==> config.mk <==
export PLATFORM = sky130hd
export DESIGN_NAME = lssr4_ctrl
export DESIGN_NICKNAME = d
export VERILOG_FILES = /design/src/rtl/lssr4_pkg.sv /design/src/rtl/lssr4_ctrl.sv
export SDC_FILE = /design/constraint.sdc
export NUM_CORES = 1
export LEC_CHECK = 0
export BUFFER_PORTS_ARGS = -buffer_cell sky130_fd_sc_hd__buf_2
export CORE_AREA = 2 2 54 43
export CTS_BUF_LIST = sky130_fd_sc_hd__clkbuf_8
export DETAILED_ROUTE_END_ITERATION = 16
export DIE_AREA = 0 0 56 45
export PLACE_DENSITY = 0.65
export REMOVE_ABC_BUFFERS = 1
export SYNTH_ARGS = -nofsm -noshare
export SYNTH_HDL_FRONTEND = slang
export SYNTH_SLANG_ARGS = --single-unit
export TNS_END_PERCENT = 30
==> constraint.sdc <==
create_clock -name clk -period 1.6 [get_ports clk]
set_input_delay 0.24 -clock clk [delete_from_list [all_inputs] [get_ports clk]]
set_output_delay 0.24 -clock clk [all_outputs]
set_load 0.05 [all_outputs]
==> src/rtl/lssr4_pkg.sv <==
// Package for the linear state-space RK4 step unit: types, codes, constants.
// No dependencies.
`timescale 1ns / 1ps
package lssr4_pkg;
  localparam int unsigned WORD_W = 32;
  localparam int unsigned DT_W   = 16;
  localparam int unsigned DIM    = 4;

  typedef enum logic [1:0] {
    OP_STEP   = 2'd0,
    OP_LOAD_A = 2'd1,
    OP_LOAD_B = 2'd2,
    OP_LOAD_X = 2'd3
  } op_t;

  typedef enum logic {
    REG_MODE = 1'b0,
    REG_DT   = 1'b1
  } reg_idx_t;

  // Stage operand for the state update: the x register added to a scaled f
  typedef enum logic [1:0] {
    SC_HALF  = 2'd0,  // x + dt f / 2
    SC_FULL  = 2'd1,  // x + dt f
    SC_FINAL = 2'd2   // x + dt * weighted / 6
  } scale_t;

  typedef enum logic [3:0] {
    ST_IDLE,
    ST_MAC,
    ST_SAT,
    ST_STAGE,
    ST_SCALE,
    ST_SCALE2,
    ST_ADD,
    ST_DONE
  } state_t;

  // Controller to datapath
  typedef struct packed {
    logic       clr_acc;   // clear accumulators; when fnum is 0, load operand vector xs from x
    logic       mac_en;    // accumulate one column
    logic [2:0] col;       // column index, 0..7 (A cols then B cols)
    logic       sat_f;     // saturate row sums into f, weight into wsum
    logic [1:0] fnum;      // which derivative (0..3)
    logic       discrete;  // copy f into x directly
    logic       mul_en;    // form f*dt (or wsum*dt) products
    logic       scl_en;    // shift/divide the products
    logic       add_en;    // add to x: into xs or into x
    scale_t     scale;
    logic       clr_flag;
    logic       ld_inc;    // load the divided final increment
  } cmd_t;
endpackage

==> src/rtl/lssr4_ctrl.sv <==
// Controller FSM: sequences derivative passes, stage updates and result.
// Depends on lssr4_pkg.
`timescale 1ns / 1ps
module lssr4_ctrl import lssr4_pkg::*; (
  input  logic clk,
  input  logic rst_n,
  input  logic go,
  input  logic mode,
  output cmd_t cmd,
  output logic busy,
  output logic done
);
  state_t     st_r, st_nxt;
  logic [2:0] col_r, col_nxt;
  logic [1:0] fn_r, fn_nxt;
  logic [1:0] wt_r, wt_nxt;

  always_ff @(posedge clk) begin
    if (!rst_n) begin
      st_r  <= ST_IDLE;
      col_r <= '0;
      fn_r  <= '0;
      wt_r  <= '0;
    end else begin
      st_r  <= st_nxt;
      col_r <= col_nxt;
      fn_r  <= fn_nxt;
      wt_r  <= wt_nxt;
    end
  end

  always_comb begin
    st_nxt  = st_r;
    col_nxt = col_r;
    fn_nxt  = fn_r;
    wt_nxt  = wt_r;
    cmd     = '0;
    cmd.col = col_r;
    cmd.fnum = fn_r;
    cmd.scale = (fn_r == 2'd2) ? SC_FULL : SC_HALF;
    busy = (st_r != ST_IDLE);
    done = 1'b0;
    case (st_r)
      ST_IDLE: begin
        if (go) begin
          cmd.clr_acc  = 1'b1;
          cmd.clr_flag = 1'b1;
          cmd.fnum     = 2'd0;
          fn_nxt  = 2'd0;
          col_nxt = '0;
          st_nxt  = ST_MAC;
        end
      end
      ST_MAC: begin
        cmd.mac_en = 1'b1;
        col_nxt = col_r + 3'd1;
        if (col_r == 3'd7) st_nxt = ST_SAT;
      end
      ST_SAT: begin
        cmd.sat_f = 1'b1;
        if (!mode) st_nxt = ST_STAGE;
        else if (fn_r == 2'd3) st_nxt = ST_SCALE;
        else st_nxt = ST_SCALE;
      end
      ST_STAGE: begin
        // discrete copy
        cmd.discrete = 1'b1;
        st_nxt = ST_DONE;
      end
      ST_SCALE: begin
        cmd.mul_en = 1'b1;
        if (fn_r == 2'd3) cmd.scale = SC_FINAL;
        st_nxt = ST_SCALE2;
        wt_nxt = '0;
      end
      ST_SCALE2: begin
        if (fn_r == 2'd3) begin
          // q, then divide lane, then load increment
          cmd.scale = SC_FINAL;
          wt_nxt = wt_r + 2'd1;
          case (wt_r)
            2'd0: cmd.scl_en = 1'b1;
            2'd1: ;
            default: begin
              cmd.clr_flag = 1'b0;
              st_nxt = ST_ADD;
            end
          endcase
        end else begin
          cmd.scl_en = 1'b1;
          st_nxt = ST_ADD;
        end
      end
      ST_ADD: begin
        if (fn_r == 2'd3) begin
          cmd.scale = SC_FINAL;
          cmd.add_en = 1'b1;
          st_nxt = ST_DONE;
        end else begin
          cmd.add_en = 1'b1;
          st_nxt = ST_MAC;
          fn_nxt = fn_r + 2'd1;
          col_nxt = '0;
        end
      end
      ST_DONE: begin
        done = 1'b1;
        st_nxt = ST_IDLE;
      end
      default: st_nxt = ST_IDLE;
    endcase
    // clear accumulators before each later pass
    if (st_r == ST_ADD && fn_r != 2'd3) begin
      cmd.clr_acc = 1'b1;
      cmd.fnum = fn_r + 2'd1;
    end
  end
endmodule

==> reports/metrics.json <==
{
  "run_status": {
    "status": "complete, but fails checks",
    "failed_checks": "setup timing"
  },
  "power": {
    "powerDensity_nw_per_um2": 801,
    "p_leak_nw": 0.504,
    "peakVddDrop_uv": 443
  },
  "cts": {
    "cts-htree-levels": 1,
    "cts_tree": "built",
    "cts_buffer_depth": 2,
    "worst_setup_hold_path_clk_slew_ns": 0.05,
    "tritoncts.num_buffers": 3,
    "post_cts_hold_buffer_count": 0,
    "ctsRootBufferMaster": "clkbuf_8",
    "clk_latency_ns": 0.24,
    "numClockSinks": 10
  },
  "drt": {
    "vias_per_cell": 5.16,
    "drtPass1Iterations": 3,
    "route.final.wire_length_um": 1930,
    "antenna_left": 0,
    "wl_per_cell_um": 13.5,
    "drtIter0Drc": 25,
    "post-route-drc-count": 0,
    "route.vias.total": 738
  },
  "synth": {
    "synth_instances": 89,
    "yosys.cell_types.count": 38,
    "synthesis.yosys.warnings": 0,
    "mean_instance_size_in_the_synthesized_netlist_um2": 8.41,
    "synth_sequential_area_ratio_pct": 26.8,
    "netlist_area_um2": 748,
    "yosys_register_bits": 10
  },
  "global_routing": {
    "vias_in_the_first_global_route": 641,
    "antenna_found_initial": 0,
    "grt_overflow": 0,
    "grt_first_pass_wirelength_um": 3040,
    "grt_start_max_net_pins": 18,
    "globalRouteTotalUtil_pct": 15.6
  },
  "place": {
    "place_inst": 136,
    "globalplace.congestion": 0.714,
    "dpl.hpwl_um": 1320,
    "io_buffers": 20,
    "place_area_um2": 903
  },
  "floorplanning": {
    "design.portCount": 22,
    "rows": 14,
    "die-area_um2": 2520,
    "fp.dieH_um": 45,
    "dieWidth_um": 56,
    "start_util_pct": 38.1,
    "fp.coreArea_um2": 1960
  },
  "timing": {
    "pins_over_their_slew_limit": 0,
    "setup_total_negative_slack_ns": -0.194,
    "post_route_minimum_period_ns": 1.70,
    "achievable-frequency_mhz": 590,
    "layout_worst_path_cycle_share_pct": 106,
    "finalClockSkew_ns": 0.00213,
    "worst_hold_slack_ns": 0.410,
    "finalSetupViolations": 4,
    "setup_repair_after_global_routing_missed_its_margin": "true",
    "final_critical_path_setup_slack_ns": -0.0955,
    "finalHoldViolCount": 0
  },
  "critical_path": {
    "timing.rr.start": "col_r[0]$_SDFFE_PN0P_",
    "setup.worst_path.class": "register to primary output",
    "worstSetupStartpointType": "register",
    "critPathRequiredTime_ns": 1.36,
    "worstRegToRegCells": 5,
    "setup.worst_path.end_class": "primary output",
    "regToRegSetupSlack_ns": 0.14,
    "critical_path_peak_fanout": 4,
    "critical_path.reg2reg.endpoint": "st_r[0]$_SDFFE_PN0P_",
    "crit_arrival_ns": 1.46
  },
  "final_layout": {
    "nNetsFinal": 130,
    "flow.area_growth_from_synthesis_pct": 47.3,
    "final_layout_size_suffix_gt1_share_pct": 45.4,
    "nFillCells": 191,
    "num_antenna_cells": 0,
    "final_standard_cell_count_with_taps_included_and_fillers_excluded": 143,
    "post-route-util_pct": 56.2,
    "final_cell_area_um2": 1100
  },
  "job": {
    "cap_violations": 0
  },
  "min_path": {
    "worst_hold_path_type": "input pin to register",
    "hold-path-cell-count": 4,
    "hold_end": "st_r[0]$_SDFFE_PN0P_",
    "hold_start": "mode"
  }
}
==> per-layer routing <==
layer	up-vias	wire, µm	share of wire (%)	GRT usage, %
li1	370	-	-	-
met1	350	929	48	21.4
met2	16	908	47	23.8
met3	2	80	4.1	4.01
met4	0	14	0.72	5.71
met5	-	0	0	0
==> cells in the final DEF (no fill, tap or decap), types with 2 or more instances in the layout <==
cell type	instances
inv_1	6
and3_1	2
dfxtp_4	3
buf_4	15
a21oi_1	5
nand2b_1	5
o21ai_0	3
nand2_1	5
dfxtp_2	2
o21a_1	2
nor2_1	5
nor3b_1	3
a21oi_2	2
a22o_1	2
clkbuf_8	4
buf_8	2
buf_2	11
dfxtp_1	5
buf_6	4
nor2b_1	2
nor3_1	2
ha_1	5
o21ai_1	2
==> kinds of logic (layout without fill, tap and decap cells) <==
group / count (synthesis) / count (layout) / synth area share [%]
mux: 2 / 2 / 3.51
fa+ha+maj: 6 / 6 / 10.0
compound gates: 21 / 21 / 18.9
other cells: 1 / 1 / 0.501
buf+inv: 14 / 44 / 10.2
flops: 10 / 10 / 26.8
simple gates: 35 / 35 / 30.1
==> power breakdown <==
part	switching, mW	total (mW)	internal, mW	leakage, nW
Clock	0.109	0.326	0.217	0.0288
Sequential	0.0146	0.274	0.260	0.0843
Combinational	0.174	0.283	0.109	0.391
==> state kept, by name, summed over array words and instances (netlist names) <==
name,cells
col_r,3
st_r,3
fn_r,2
wt_r,2
==> worst max-delay path by stage <==
stage	from	endpoint	slack (ns)	depth (start not counted)
2_1_floorplan	st_r[0]$_SDFFE_PN0P_	col_r[0]$_SDFFE_PN0P_	-0.76	3
4_1_cts	st_r[0]$_SDFFE_PN0P_	cmd[9]	-0.08	4
3_5_place_dp	fn_r[0]$_SDFFE_PN0P_	cmd[9]	0.01	5
5_1_grt	st_r[2]$_SDFFE_PN0P_	cmd[9]	-0.13	4
3_3_place_gp	fn_r[0]$_SDFFE_PN0P_	cmd[9]	0.01	5
6_report	st_r[2]$_SDFFE_PN0P_	cmd[9]	-0.1	4
==> critical path, cell delays in order, from the launching register on <==
cell	delay, ns
dfxtp_4	0.35
or4b_4	0.55
nand3_2	0.10
nand2_2	0.06
buf_8	0.15
==> synth_stat cells, drive strengths merged <==
cell	count	area (µm²)
nand2	6	22.5
and3	2	12.5
nor4b	1	15.0
o32ai	1	8.76
clkbuf	2	7.51
nor2b	2	12.5
a311oi	1	8.76
or3b	1	8.76
mux2	2	26.3
o311a	1	10.0
nand3b	1	7.51
nand4bb	1	11.3
buf	5	42.5
or2	1	6.26
and2	1	6.26
and4b	1	10.0
a2111oi	1	15.0
or4b	1	13.8
or3	1	6.26
a31oi	1	6.26
nor3	2	10.0
nor2	5	18.8
nand3	1	10.0
nand2b	5	31.3
inv	7	26.3
ha	6	75.1
dfxtp	10	200
o21a	2	15.0
a21oi	7	35.0
a22o	2	17.5
o21ai	5	25.0
conb	1	3.75
nor3b	3	22.5
==> stage by stage <==
stage          worst slack, ns  power, mW
2_1_floorplan           -0.763      0.453
3_3_place_gp            0.0109      0.521
3_5_place_dp            0.0113      0.525
4_1_cts                -0.0781      0.871
5_1_grt                 -0.133      0.924
6_report               -0.0955      0.883
==> repair_timing <==
| action | 4_1_cts | 5_1_grt |
|---|---|---|
| setup buffers | 1 | 2 |
| cloned | 0 | 0 |
| pin swaps | 6 | 5 |
| endpoints found under the setup margin | 11 | 13 |
| gates resized for setup | 22 | 11 |
==> cell type report <==
class | instances | area (µm²) | share of cell area (%)
Timing Repair Buffer | 33 | 250 | 22.7
Multi-Input combinational cell | 65 | 527 | 47.8
Inverter | 7 | 26.3 | 2.38
Sequential cell | 10 | 214 | 19.4
Tap cell | 24 | 30.0 | 2.72
Clock buffer | 4 | 55.1 | 4.99
Note: power is estimated with default switching activity, not from simulation.
